## config.mk

```make
export PLATFORM = sky130hd
export DESIGN_NAME = diff_drive_wheel_odometry_unit
export DESIGN_NICKNAME = d
export VERILOG_FILES = /design/src/hdl/ddo_pkg.sv /design/src/hdl/diff_drive_wheel_odometry_unit.sv /design/src/hdl/ddo_mul.sv /design/src/hdl/ddo_cordic.sv
export SDC_FILE = /design/constraint.sdc
export NUM_CORES = 2
export LEC_CHECK = 0
export ABC_AREA = 1
export BUFFER_PORTS_ARGS = -buffer_cell sky130_fd_sc_hd__buf_2
export CAP_MARGIN = 20
export CORE_ASPECT_RATIO = 2
export CORE_MARGIN = 5
export CORE_UTILIZATION = 45
export CTS_CLUSTER_SIZE = 16
export DETAILED_ROUTE_END_ITERATION = 10
export GPL_ROUTABILITY_DRIVEN = 0
export PLACE_DENSITY = 0.57
export SETUP_SLACK_MARGIN = 0.15
export SLEW_MARGIN = 20
export SYNTH_ARGS = -nofsm -noshare
export SYNTH_HDL_FRONTEND = slang
export SYNTH_SLANG_ARGS = --single-unit
```

## constraint.sdc

```tcl
create_clock -name i_clk -period 19.85 [get_ports i_clk]
set_input_delay 1.985 -clock i_clk [delete_from_list [all_inputs] [get_ports i_clk]]
set_output_delay 1.985 -clock i_clk [all_outputs]
set_load 0.02 [all_outputs]
```

## src/hdl/ddo_pkg.sv

```systemverilog
// shared types, constants and tables for the wheel odometry unit
package ddo_pkg;

    localparam int COUNT_W   = 32;
    localparam int POS_W     = 44;
    localparam int ANGLE_W   = 16;
    localparam int LIN_W     = 24;
    localparam int CFG_W     = 24;
    localparam int DIST_W    = 38;
    localparam int MCAND_W   = 40;
    localparam int PROD_W    = 64;
    localparam int MUL_STEPS = 24;
    localparam int MUL_CNT_W = $clog2(MUL_STEPS);
    localparam int CORDIC_STEPS = 16;
    localparam int ITER_W    = $clog2(CORDIC_STEPS);
    localparam int CORD_W    = 34;
    localparam logic signed [CORD_W-1:0] CORDIC_INV_GAIN = 34'sd652032874;

    localparam logic [1:0] REG_MM_PER_COUNT = 2'd0;
    localparam logic [1:0] REG_TURN_GAIN    = 2'd1;
    localparam logic [1:0] REG_STRAIGHT_TOL = 2'd2;
    localparam logic [1:0] REG_INVERT_LEFT  = 2'd3;

    localparam logic [1:0] KIND_STRAIGHT = 2'd0;
    localparam logic [1:0] KIND_ROTATE   = 2'd1;
    localparam logic [1:0] KIND_ARC      = 2'd2;

    typedef struct packed {
        logic signed [31:0] left_count;
        logic signed [31:0] right_count;
    } t_odo_in;

    typedef struct packed {
        logic signed [43:0] pos_x;
        logic signed [43:0] pos_y;
        logic [15:0]        heading;
        logic signed [23:0] linear_step;
        logic signed [15:0] angular_step;
        logic [1:0]         motion_kind;
    } t_odo_out;

    // atan(2^-i) as a fraction of a turn, scaled by 2^32
    function automatic logic [31:0] atan_entry(input logic [4:0] idx);
        logic [31:0] v;
        case (idx)
            5'd0:  v = 32'd536870912;
            5'd1:  v = 32'd316933406;
            5'd2:  v = 32'd167458907;
            5'd3:  v = 32'd85004756;
            5'd4:  v = 32'd42667331;
            5'd5:  v = 32'd21354465;
            5'd6:  v = 32'd10679838;
            5'd7:  v = 32'd5340245;
            5'd8:  v = 32'd2670163;
            5'd9:  v = 32'd1335087;
            5'd10: v = 32'd667544;
            5'd11: v = 32'd333772;
            5'd12: v = 32'd166886;
            5'd13: v = 32'd83443;
            5'd14: v = 32'd41722;
            5'd15: v = 32'd20861;
            5'd16: v = 32'd10430;
            5'd17: v = 32'd5215;
            5'd18: v = 32'd2608;
            5'd19: v = 32'd1304;
            5'd20: v = 32'd652;
            5'd21: v = 32'd326;
            5'd22: v = 32'd163;
            5'd23: v = 32'd81;
            default: v = 32'd0;
        endcase
        return v;
    endfunction

endpackage

```

## src/hdl/diff_drive_wheel_odometry_unit.sv

```systemverilog
// top level of the differential drive wheel odometry unit
//
//  channel   direction  handshake                  payload
//  input     in         i_in_valid / o_in_ready    i_in_data   (t_odo_in)
//  output    out        o_out_valid / i_out_ready  o_out_data  (t_odo_out)
//  config    in         i_cfg_we                   i_cfg_idx, i_cfg_data
//
// one transaction at a time; a move runs two passes of the serial multipliers (wheel
// distance, then turn), then the cordic and one more multiplier pass for the position
// increment, with sequencing states between them; a pure rotation ends after the
// two multiplier passes
// reset (i_rst_n low at a clock edge) clears pose and previous counts, sets config defaults
// a result waits in the output register until taken; the next transaction can be taken
// in the cycle after the previous result has been loaded there
module diff_drive_wheel_odometry_unit
    import ddo_pkg::*;
(
    input  logic             i_clk,
    input  logic             i_rst_n,
    input  logic             i_in_valid,
    output logic             o_in_ready,
    input  t_odo_in          i_in_data,
    output logic             o_out_valid,
    input  logic             i_out_ready,
    output t_odo_out         o_out_data,
    input  logic             i_cfg_we,
    input  logic [1:0]       i_cfg_idx,
    input  logic [CFG_W-1:0] i_cfg_data
);

    typedef enum logic [6:0] {
        S_IDLE   = 7'b0000001,
        S_MUL_D  = 7'b0000010,
        S_PREP   = 7'b0000100,
        S_MUL_T  = 7'b0001000,
        S_CORDIC = 7'b0010000,
        S_MUL_P  = 7'b0100000,
        S_OUT    = 7'b1000000
    } t_state;

    t_state r_state;

    // configuration registers
    logic [23:0] r_mpc, r_gain;
    logic [9:0]  r_tol;
    logic        r_inv;

    // pose and history
    logic [COUNT_W-1:0] r_prev_l, r_prev_r;
    logic [POS_W-1:0]   r_x, r_y;
    logic [ANGLE_W-1:0] r_head;

    // per-transaction working values
    logic                     r_l_pos, r_l_neg, r_r_pos, r_r_neg;
    logic signed [DIST_W-1:0] r_dl, r_dr;
    logic signed [LIN_W-1:0]  r_lin;
    logic [1:0]               r_kind;
    logic [ANGLE_W-1:0]       r_turn;

    t_odo_out r_out;
    logic     r_out_valid;
    logic     out_load;

    // serial units
    logic                      mul_start;
    logic signed [MCAND_W-1:0] mc0, mc1;
    logic [MUL_STEPS-1:0]      mp;
    logic                      mp_signed;
    logic signed [PROD_W-1:0]  p0, p1;
    logic                      mul_done, mul_done_unused;
    logic                      cor_start, cor_done;
    logic [ANGLE_W-1:0]        cor_angle;
    logic signed [CORD_W-1:0]  cor_c, cor_s;

    logic                     in_fire;
    logic [COUNT_W-1:0]       l_eff, dlc, drc;
    logic [PROD_W-1:0]        rnd0, rnd1, rndt, rpx, rpy;
    logic signed [DIST_W:0]   wd, wd_abs, sum_d;
    logic signed [DIST_W-1:0] half;
    logic                     near;
    logic [1:0]               kind;
    logic [ANGLE_W-1:0]       turn_new;
    logic [POS_W-1:0]         dx, dy;

    assign in_fire    = i_in_valid && o_in_ready;
    assign o_in_ready = (r_state == S_IDLE);

    // result moves into the output register once that register is free or being taken
    assign out_load = (r_state == S_OUT) && (!r_out_valid || i_out_ready);

    // count differences wrap at the counter width
    assign l_eff = r_inv ? (COUNT_W'(0) - i_in_data.left_count) : i_in_data.left_count;
    assign dlc   = l_eff - r_prev_l;
    assign drc   = i_in_data.right_count - r_prev_r;

    // round half up, then take the scaled wheel steps
    assign rnd0 = p0 + PROD_W'(64'd524288);
    assign rnd1 = p1 + PROD_W'(64'd524288);
    assign rndt = rnd0;

    assign wd     = (DIST_W+1)'(r_dr) - (DIST_W+1)'(r_dl);
    assign wd_abs = wd[DIST_W] ? -wd : wd;
    assign sum_d  = (DIST_W+1)'(r_dl) + (DIST_W+1)'(r_dr);
    assign half   = sum_d[DIST_W:1];
    assign near   = (wd_abs <= (DIST_W+1)'({r_tol, 4'b0000}));

    always_comb begin
        if (near && ((r_l_pos && r_r_pos) || (r_l_neg && r_r_neg))) begin
            kind = KIND_STRAIGHT;
        end else if (near && ((r_l_pos && r_r_neg) || (r_l_neg && r_r_pos))) begin
            kind = KIND_ROTATE;
        end else begin
            kind = KIND_ARC;
        end
    end

    assign turn_new = rndt[20 +: ANGLE_W];

    // straight moves along the heading, arcs along the heading plus half the turn
    assign cor_angle = (r_kind == KIND_STRAIGHT) ? r_head
                     : r_head + {turn_new[ANGLE_W-1], turn_new[ANGLE_W-1:1]};
    assign cor_start = (r_state == S_MUL_T) && mul_done && (r_kind != KIND_ROTATE);

    assign rpx = p0 + PROD_W'(64'd536870912);
    assign rpy = p1 + PROD_W'(64'd536870912);
    assign dx  = POS_W'($signed(rpx[PROD_W-1:30]));
    assign dy  = POS_W'($signed(rpy[PROD_W-1:30]));

    // operand selection for the two shared multipliers
    always_comb begin
        mul_start = 1'b0;
        mc0       = MCAND_W'($signed(dlc));
        mc1       = MCAND_W'($signed(drc));
        mp        = r_mpc;
        mp_signed = 1'b0;
        if (in_fire) begin
            mul_start = 1'b1;
        end else if (r_state == S_PREP) begin
            mul_start = 1'b1;
            mc0       = MCAND_W'(wd);
            mc1       = '0;
            mp        = r_gain;
        end else if ((r_state == S_CORDIC) && cor_done) begin
            mul_start = 1'b1;
            mc0       = MCAND_W'(cor_c);
            mc1       = MCAND_W'(cor_s);
            mp        = r_lin;
            mp_signed = 1'b1;
        end
    end

    ddo_mul u_mul0 (
        .i_clk           (i_clk),
        .i_rst_n         (i_rst_n),
        .i_start         (mul_start),
        .i_mcand         (mc0),
        .i_mplier        (mp),
        .i_mplier_signed (mp_signed),
        .o_product       (p0),
        .o_done          (mul_done)
    );

    ddo_mul u_mul1 (
        .i_clk           (i_clk),
        .i_rst_n         (i_rst_n),
        .i_start         (mul_start),
        .i_mcand         (mc1),
        .i_mplier        (mp),
        .i_mplier_signed (mp_signed),
        .o_product       (p1),
        .o_done          (mul_done_unused)
    );

    ddo_cordic u_cordic (
        .i_clk   (i_clk),
        .i_rst_n (i_rst_n),
        .i_start (cor_start),
        .i_angle (cor_angle),
        .o_cos   (cor_c),
        .o_sin   (cor_s),
        .o_done  (cor_done)
    );

    always_ff @(posedge i_clk) begin
        if (!i_rst_n) begin
            r_state     <= S_IDLE;
            r_mpc       <= 24'd26133;
            r_gain      <= 24'd1627529;
            r_tol       <= 10'd20;
            r_inv       <= 1'b1;
            r_prev_l    <= '0;
            r_prev_r    <= '0;
            r_x         <= '0;
            r_y         <= '0;
            r_head      <= '0;
            r_out_valid <= 1'b0;
        end else begin
            if (i_cfg_we) begin
                case (i_cfg_idx)
                    REG_MM_PER_COUNT: r_mpc  <= i_cfg_data;
                    REG_TURN_GAIN:    r_gain <= i_cfg_data;
                    REG_STRAIGHT_TOL: r_tol  <= i_cfg_data[9:0];
                    REG_INVERT_LEFT:  r_inv  <= i_cfg_data[0];
                    default: ;
                endcase
            end

            if (out_load) begin
                r_out_valid <= 1'b1;
            end else if (o_out_valid && i_out_ready) begin
                r_out_valid <= 1'b0;
            end

            case (r_state)
                S_IDLE: begin
                    if (in_fire) begin
                        r_prev_l <= l_eff;
                        r_prev_r <= i_in_data.right_count;
                        r_state  <= S_MUL_D;
                    end
                end
                S_MUL_D: begin
                    if (mul_done) begin
                        r_state <= S_PREP;
                    end
                end
                S_PREP: begin
                    r_state <= S_MUL_T;
                end
                S_MUL_T: begin
                    if (mul_done) begin
                        if (r_kind == KIND_ROTATE) begin
                            r_head  <= r_head + turn_new;
                            r_state <= S_OUT;
                        end else begin
                            r_state <= S_CORDIC;
                        end
                    end
                end
                S_CORDIC: begin
                    if (cor_done) begin
                        r_state <= S_MUL_P;
                    end
                end
                S_MUL_P: begin
                    if (mul_done) begin
                        r_x <= r_x + dx;
                        r_y <= r_y + dy;
                        if (r_kind == KIND_ARC) begin
                            r_head <= r_head + r_turn;
                        end
                        r_state <= S_OUT;
                    end
                end
                S_OUT: begin
                    // hold the result back while the previous one is still waiting
                    if (out_load) begin
                        r_state <= S_IDLE;
                    end
                end
                default: r_state <= S_IDLE;
            endcase
        end

        // working values, no reset needed
        if (in_fire) begin
            r_l_pos <= !dlc[COUNT_W-1] && (dlc != '0);
            r_l_neg <= dlc[COUNT_W-1];
            r_r_pos <= !drc[COUNT_W-1] && (drc != '0);
            r_r_neg <= drc[COUNT_W-1];
        end
        if ((r_state == S_MUL_D) && mul_done) begin
            r_dl <= rnd0[20 +: DIST_W];
            r_dr <= rnd1[20 +: DIST_W];
        end
        if (r_state == S_PREP) begin
            r_kind <= kind;
            if (half > DIST_W'(24'sd8388607)) begin
                r_lin <= 24'sd8388607;
            end else if (half < -DIST_W'(25'sd8388608)) begin
                r_lin <= -24'sd8388608;
            end else begin
                r_lin <= half[LIN_W-1:0];
            end
        end
        if ((r_state == S_MUL_T) && mul_done) begin
            r_turn <= turn_new;
        end
        if (out_load) begin
            r_out.pos_x        <= r_x;
            r_out.pos_y        <= r_y;
            r_out.heading      <= r_head;
            r_out.linear_step  <= r_lin;
            r_out.angular_step <= (r_kind == KIND_STRAIGHT) ? '0 : r_turn;
            r_out.motion_kind  <= r_kind;
        end
    end

    assign o_out_valid = r_out_valid;
    assign o_out_data  = r_out;

endmodule

```

## src/hdl/ddo_mul.sv

```systemverilog
// bit-serial shift-add multiplier, one multiplier bit per cycle
module ddo_mul
    import ddo_pkg::*;
(
    input  logic                      i_clk,
    input  logic                      i_rst_n,
    input  logic                      i_start,
    input  logic signed [MCAND_W-1:0] i_mcand,
    input  logic [MUL_STEPS-1:0]      i_mplier,
    input  logic                      i_mplier_signed,
    output logic signed [PROD_W-1:0]  o_product,
    output logic                      o_done
);

    logic [PROD_W-1:0]    r_mcand, n_mcand;
    logic [MUL_STEPS-1:0] r_mplier, n_mplier;
    logic [PROD_W-1:0]    r_prod, n_prod;
    logic [MUL_CNT_W-1:0] r_cnt, n_cnt;
    logic                 r_busy, n_busy;
    logic                 r_done, n_done;
    logic                 r_sgn, n_sgn;
    logic                 last;

    assign last = (r_cnt == MUL_CNT_W'(MUL_STEPS - 1));

    always_comb begin
        n_mcand  = r_mcand;
        n_mplier = r_mplier;
        n_prod   = r_prod;
        n_cnt    = r_cnt;
        n_busy   = r_busy;
        n_sgn    = r_sgn;
        n_done   = 1'b0;
        if (i_start) begin
            n_mcand  = PROD_W'(i_mcand);
            n_mplier = i_mplier;
            n_prod   = '0;
            n_cnt    = '0;
            n_busy   = 1'b1;
            n_sgn    = i_mplier_signed;
        end else if (r_busy) begin
            // top bit of a signed multiplier carries negative weight
            if (r_mplier[0]) begin
                if (last && r_sgn) begin
                    n_prod = r_prod - r_mcand;
                end else begin
                    n_prod = r_prod + r_mcand;
                end
            end
            n_mcand  = r_mcand << 1;
            n_mplier = r_mplier >> 1;
            n_cnt    = r_cnt + 1'b1;
            if (last) begin
                n_busy = 1'b0;
                n_done = 1'b1;
            end
        end
    end

    always_ff @(posedge i_clk) begin
        if (!i_rst_n) begin
            r_busy <= 1'b0;
            r_done <= 1'b0;
            r_cnt  <= '0;
        end else begin
            r_busy <= n_busy;
            r_done <= n_done;
            r_cnt  <= n_cnt;
        end
        r_mcand  <= n_mcand;
        r_mplier <= n_mplier;
        r_prod   <= n_prod;
        r_sgn    <= n_sgn;
    end

    assign o_product = r_prod;
    assign o_done    = r_done;

endmodule

```

## src/hdl/ddo_cordic.sv

```systemverilog
// iterative rotation cordic, one micro-rotation per cycle
module ddo_cordic
    import ddo_pkg::*;
(
    input  logic                     i_clk,
    input  logic                     i_rst_n,
    input  logic                     i_start,
    input  logic [ANGLE_W-1:0]       i_angle,
    output logic signed [CORD_W-1:0] o_cos,
    output logic signed [CORD_W-1:0] o_sin,
    output logic                     o_done
);

    logic signed [CORD_W-1:0] r_x, n_x;
    logic signed [CORD_W-1:0] r_y, n_y;
    logic signed [CORD_W-1:0] r_z, n_z;
    logic [ITER_W-1:0]        r_iter, n_iter;
    logic                     r_flip, n_flip;
    logic                     r_busy, n_busy;
    logic                     r_done, n_done;
    logic [31:0]              z_full;
    logic                     flip_in;
    logic signed [CORD_W-1:0] xs, ys, at;

    assign z_full  = {i_angle, (32 - ANGLE_W)'(0)};
    assign flip_in = z_full[31] ^ z_full[30];
    assign xs = r_x >>> r_iter;
    assign ys = r_y >>> r_iter;
    assign at = CORD_W'(atan_entry(5'(r_iter)));

    always_comb begin
        n_x    = r_x;
        n_y    = r_y;
        n_z    = r_z;
        n_iter = r_iter;
        n_flip = r_flip;
        n_busy = r_busy;
        n_done = 1'b0;
        if (i_start) begin
            // fold second and third quadrant onto the right half plane
            n_flip = flip_in;
            n_z    = CORD_W'($signed({z_full[31] ^ flip_in, z_full[30:0]}));
            n_x    = CORDIC_INV_GAIN;
            n_y    = '0;
            n_iter = '0;
            n_busy = 1'b1;
        end else if (r_busy) begin
            if (!r_z[CORD_W-1]) begin
                n_x = r_x - ys;
                n_y = r_y + xs;
                n_z = r_z - at;
            end else begin
                n_x = r_x + ys;
                n_y = r_y - xs;
                n_z = r_z + at;
            end
            n_iter = r_iter + 1'b1;
            if (r_iter == ITER_W'(CORDIC_STEPS - 1)) begin
                n_busy = 1'b0;
                n_done = 1'b1;
            end
        end
    end

    always_ff @(posedge i_clk) begin
        if (!i_rst_n) begin
            r_busy <= 1'b0;
            r_done <= 1'b0;
            r_iter <= '0;
        end else begin
            r_busy <= n_busy;
            r_done <= n_done;
            r_iter <= n_iter;
        end
        r_x    <= n_x;
        r_y    <= n_y;
        r_z    <= n_z;
        r_flip <= n_flip;
    end

    assign o_cos  = r_flip ? -r_x : r_x;
    assign o_sin  = r_flip ? -r_y : r_y;
    assign o_done = r_done;

endmodule
```

* Word level (Yosys, flattened, before mapping) *
Memory sizes are Yosys's and may differ from the RTL's. A register that Yosys moved wholly into a read port is not among the register bits.
Cells that the tools add are included.

storage, ports and cells
  register bits after elaboration = 930
  bits in latches = 0
  memory bits (writable) = 0
  bits in read-only memories = 480
  input bits = 95
  output and inout bits = 148
  logic and storage cells = 220
  memories = 1

memories
  memory           depth  bits a word  rd ports  clocked after Yosys merged registers in  write ports  RTL line       text
  (no name shown)  16     30           1         1                                        0            ddo_pkg.sv:45  case (idx)

cells by class
  add/sub/neg operators = 30
  multiply operators = 0
  div/mod/pow operators = 0
  magnitude comparators = 3
  equal/unequal tests = 24
  shift-type cells = 2
  mux-type cells = 62
  bitwise logic cells = 5
  reductions and logical operators = 47

operators by type and width
  operator                                                          count
  64-bit 2-to-1 mux                                                 6
  40-bit 2-to-1 mux                                                 6
  34-bit 2-to-1 mux                                                 7
  24-bit 2-to-1 mux                                                 8
  64-bit by 30-bit adder with 64-bit output, second input constant  2
  64-bit adder                                                      2
  64-bit subtractor                                                 2
  58-bit by 20-bit adder with 58-bit output, second input constant  2
  44-bit adder                                                      2
  16-bit 2-to-1 mux                                                 5
  34-bit adder                                                      2
  34-bit negator                                                    2
  34-bit by 4-bit >>> shifter with 34-bit output                    2
  34-bit subtractor                                                 2
  32-bit nonzero test                                               2
  32-bit subtractor                                                 2
  7-bit 2-to-1 mux                                                  7
  7-bit one-hot mux with 7 select lines                             1
  16-bit adder                                                      3
  38-bit by 38-bit adder with 39-bit output                         1
  39-bit by 14-bit <= comparator with 1-bit output                  1
  39-bit 2-to-1 mux                                                 1
  39-bit negator                                                    1
  38-bit by 38-bit subtractor with 39-bit output                    1
  37 further kinds                                                  103

* Longest topological paths before layout *
  depth after elaboration = 7
  depth in mapped cells = 38
  depth with buffers taken out = 36

* Cells and area by module *
Synthesis repeated with hierarchy kept, for this count alone.

unflattened totals
  cell total of the unflattened synthesis = 12613
  area, all modules = 83381.2 um^2

by module, submodules not included
  module                          times used  cells an instance  area an instance (um^2)  seq. area each (um^2)
  diff_drive_wheel_odometry_unit  1           5651               39618.0                  12752.2
  ddo_mul                         2           2054               13260.2                  4093.9
  ddo_cordic                      1           2854               17242.8                  2972.9

* Worst setup path before layout *
No wires, ideal clock.

  path type = input to register
  start = in i_out_ready
  end = reg r_out, in the netlist o_out_data[0] (enable)
  library setup time = 654 ps
  data arrival time = 8065 ps
  required time = 19196 ps
  slack = 11132 ps
  cell stages on the path = 2
  buffers on the path = 0
  path through = nor2_1 > nor2_1

between the ends
  word-level cells in the longest chain between the ends = 2

ends and longest elaborated chain
  element            RTL line                              text
  from (decl)        diff_drive_wheel_odometry_unit.sv:24  input logic i_out_ready,
  1-bit logical OR   diff_drive_wheel_odometry_unit.sv:89  assign out_load = (r_state == S_OUT) && (!r_out_valid || i_out_ready);
  1-bit logical AND  diff_drive_wheel_odometry_unit.sv:89
  via out_load       diff_drive_wheel_odometry_unit.sv:62  logic out_load;
  to (decl)          diff_drive_wheel_odometry_unit.sv:60  t_odo_out r_out;

The timed path passes the listed nets, and every way through them passes these cells.
A chain may end at the register's enable or synchronous reset.

* Final worst setup path *
  start = in i_in_data[32] (netlist bit)
  end = reg u_mul0.r_mcand[39], data pin

between the ends
  word-level cells in the longest chain between the ends = 7

ends and longest elaborated chain
  element                                            RTL line                               text
  from (decl)                                        diff_drive_wheel_odometry_unit.sv:22   input t_odo_in i_in_data,
  1-bit by 32-bit subtractor with 32-bit output (*)  diff_drive_wheel_odometry_unit.sv:92   assign l_eff = r_inv ? (COUNT_W'(0) - i_in_data.left_count) : i_in_data.left_count;
  32-bit 2-to-1 mux (*)                              diff_drive_wheel_odometry_unit.sv:92
  via l_eff[22]                                      diff_drive_wheel_odometry_unit.sv:76   logic [COUNT_W-1:0] l_eff, dlc, drc;
  32-bit subtractor (*)                              diff_drive_wheel_odometry_unit.sv:93   assign dlc = l_eff - r_prev_l;
  via dlc[31]                                        diff_drive_wheel_odometry_unit.sv:76
  40-bit 2-to-1 mux                                  diff_drive_wheel_odometry_unit.sv:143  end else if ((r_state == S_CORDIC) && cor_done) begin
  40-bit 2-to-1 mux                                  diff_drive_wheel_odometry_unit.sv:138  end else if (r_state == S_PREP) begin
  40-bit 2-to-1 mux (*)                              diff_drive_wheel_odometry_unit.sv:136  if (in_fire) begin
  64-bit 2-to-1 mux (*)                              ddo_mul.sv:34                          if (i_start) begin
  via u_mul0.n_mcand[39]                             ddo_mul.sv:15                          logic [PROD_W-1:0] r_mcand, n_mcand;
  to (signal assigned)                               ddo_mul.sv:70                          r_mcand <= n_mcand;
  to (decl)                                          ddo_mul.sv:15

Mark *: on every way through the listed nets, which the timed path passes. The rest lies on a longest branch.

==> results.md <==
* Wire length on met3 at 16300 µm
* DR DRC count at 0
* # IOs at 243
* Final wirelength at 304000 µm
* Port bufs at 242
* Detailed Place HPWL at 244000 µm
* Largest delay share family, worst path: simple AND/OR/NAND/NOR gates
* Num Clock Sinks at 960
* Final period util at 0.351
* Syn nets at about 12000
* Pint at approximately 0.0056 W
* #FFs+latches synth at 960
* Share of power burned in registers at 0.291
* DR WL/cell at 21.4 µm
* NetSw at 0.00513 W
* Die Area at 0.187 mm²
* Fmax at approximately 0.14 GHz
* Crit path time final at approximately 7.0 ns
* Placeable Area at 0.176 mm²
* Gate power share at 0.513
* Status: finished clean
* Yosys Warn Count at 0
* Metal2 WL at 152000 µm
* Top-area cell type share of the netlist area at 0.174
* # nets final at 12400
* Setup CP Type: primary input to register
* RSZ-0062 raised after global routing: no
* Cell with the most instances after synthesis: nand2_1
* Leak at 41.0 nW
* CTS Root Buffer Type: clkbuf_16
* Post-synthesis sequential area ratio at 0.299
* Die Y at 606 µm
* Synth area leaders: edfxtp_1 (17%), dfxtp_1 (12%), nand2_1 (11%), inv_1 (8.1%), ha_1 (8.0%)
* Biggest area consumer among synthesized cells: edfxtp_1
* Unique masters post-synth at 86
* H-tree depth at 3
* Delay of the slowest cell on the worst path at 0.72 ns
* Vias in the first global route at between 70000 and 80000
* Initial antenna violation count at 7
* Clk_skew at about 0.041 ns
* Crit path top cell by count: nand2_1
* Top cells by count, synth: nand2_1 (2372), inv_1 (1734), nor2_1 (1348)
* FF/Latch Area at 0.0239 mm²
* VDD IR max at about 0.085 mV
* Switch share at 0.479
* Share of layout cells above drive strength 1 at 0.0661
* Layout area overhead at 8.41%
* Worst path required time at approximately 20 ns
* # resized after CTS at 0
* Via-to-Cell Ratio at 5.62
* Hold WC Path Type: register to register
* Worst Setup End Kind: register
* Post-CTS Setup Inserts at 0
* Worst path slowest cell: o21ai_4
* Synth Area per Inst at 6.83 µm²
* TritonCTS Buffers at 98
* Post-synth EDFFs at roughly 460
* WP data arrival at 7.39 ns
* Slew @ Worst Pin at between 1 and 1.5 ns
* Site Rows at roughly 220
* Hold_buf cts at 0
* Maxcap violations at 0
* Clock power share at 0.196
* Pin count of the biggest net entering global routing at about 80
* Max_slew headroom at 0.232
* First-pass GRT wire length at 451000 µm
* Number of failing hold endpoints at the final stage at 0
* Highest Signal Layer: met4
* Multi-input logic area at ~0.048 mm²
* WP buf/inv at 4
* All-Layer GR Usage at 0.312
* Initial DRC count at between 6000 and 7000
* Critical path peak fanout at 26
* Die span in x at 308 µm
* ANT nets after route at 0
* CP Launch Type: primary input
* Pre-antenna DRT Iters at 8
* Syn Std Cell Area at 0.0799 mm²
* Vias at 79600
* WL met1 at 103000 µm
* Worst-Skew Late Latency at 0.75 ns
* GRT overflow at 0
* Asr flop ratio synth at 0
* Reg clk slew, reported paths at roughly 0.070 ns
* Clock Path Buffers at 3
* # fillers at between 15000 and 20000
* PwrDens at 123 mW/mm²
* Initial Util at 0.453
* Total negative slack at 0 ns
* CTS tree: built
* Top FF cell, synth: dfxtp_1
* Final Slew Violations at 0
* Synth Instances at 11700
* Final Core Density at 0.491
* Setup violators final at 0
==> sequential cells by signal (all words and copies together), names as in the netlist, 34 cells and up <==
signal,flops
o_out_data,146
r_dl,38
r_dr,38
r_x,44
r_y,44
u_cordic.r_x,34
u_cordic.r_y,34
u_cordic.r_z,34
u_mul0.o_product,64
u_mul0.r_mcand,64
u_mul1.o_product,64
u_mul1.r_mcand,64
==> layout by cell type, fill, tap and decap left out, drive strengths merged, types with 115 or more instances in the layout <==
| cell | n |
|---|---|
| a31oi | 119 |
| xor2 | 550 |
| nand3 | 482 |
| nor3 | 178 |
| nand4 | 115 |
| clkbuf | 120 |
| nor2 | 1398 |
| buf | 304 |
| dfxtp | 496 |
| xnor2 | 185 |
| a21oi | 950 |
| o21ai | 1052 |
| inv | 1770 |
| edfxtp | 464 |
| ha | 512 |
| nand2 | 2451 |
==> through the flow <==
step           hold WS, ns  worst slack [ns]  instance area [µm²]  total power, W  std cells
4_1_cts              0.445             12.86                86600          0.0107      14200
3_3_place_gp         0.415             12.06                83100         0.00845      14000
2_1_floorplan        0.408             11.13                79900         0.00680      11700
5_1_grt              0.455             12.27                86700          0.0114      14200
3_5_place_dp         0.425             12.08                83100         0.00853      14000
6_report             0.436             12.88                86700          0.0107      14200
==> worst paths after layout <==
check	slack, ns	start	end	depth (start not counted)
max	12.88	i_in_data[32]	u_mul0.r_mcand[39]	28
min	0.44	r_y[43]	o_out_data[101]	0
min reg2reg	0.44	r_y[43]	o_out_data[101]	0
max reg2reg	13.56	u_cordic.r_iter[0]	u_cordic.r_x[29]	27
==> cell type report <==
cell class | instances | area share
multi-input cells | 8640 | 0.554
well taps | 2310 | 0.0334
diodes | 6 | 0.000173
repair buffers | 304 | 0.0194
clock buffers | 120 | 0.0306
flip-flops and latches | 960 | 0.275
clock inverters | 66 | 0.0105
inverters | 1763 | 0.0765
==> worst reg2reg max path: stages, from the launching register on <==
cell      delay [ns]
dfxtp_4         0.76
buf_4           0.77
o21ai_1         0.41
mux2i_1         0.28
o21ai_1         0.11
nand2_1         0.10
nand2_1         0.15
inv_1           0.10
ha_1            0.14
inv_1           0.05
nor2_1          0.20
nand2_1         0.15
nor2_2          0.16
nand3_1         0.12
nand2_1         0.10
xor2_1          0.35
ha_1            0.38
a21oi_1         0.16
inv_1           0.07
a31oi_1         0.22
a21boi_0        0.32
o21ai_0         0.23
nand2_1         0.14
nor2_1          0.05
nor2_1          0.18
o21ai_0         0.19
xor2_1          0.18
o21ai_0         0.14
==> logic make-up after synthesis <==
| logic type | Yosys count | synth area share |
|---|---|---|
| fa+ha+maj | 525 | 0.0834 |
| flops | 960 | 0.299 |
| compound gates | 2557 | 0.179 |
| mux | 19 | 0.00238 |
| buf+inv | 2097 | 0.102 |
| xor+xnor | 735 | 0.0806 |
| simple gates | 4804 | 0.254 |
==> power groups by stage <==
| stage | clock (W) | sequential [W] | combinational [W] |
|---|---|---|---|
| 2_1_floorplan | 0 | 0.00296 | 0.00383 |
| 3_3_place_gp | 0 | 0.00314 | 0.00531 |
| 3_5_place_dp | 0 | 0.00315 | 0.00538 |
| 4_1_cts | 0.00214 | 0.00311 | 0.00541 |
| 5_1_grt | 0.00221 | 0.00315 | 0.00604 |
| 6_report | 0.00210 | 0.00312 | 0.00549 |
==> metal layers <==
layer | global-route usage | up-vias
met4 | 0.268 | 0
met3 | 0.0355 | 1113
met1 | 0.312 | 36700
li1 | - | 38700
met2 | 0.568 | 3111
met5 | 0 | -
(Power assumes the default switching activity.)
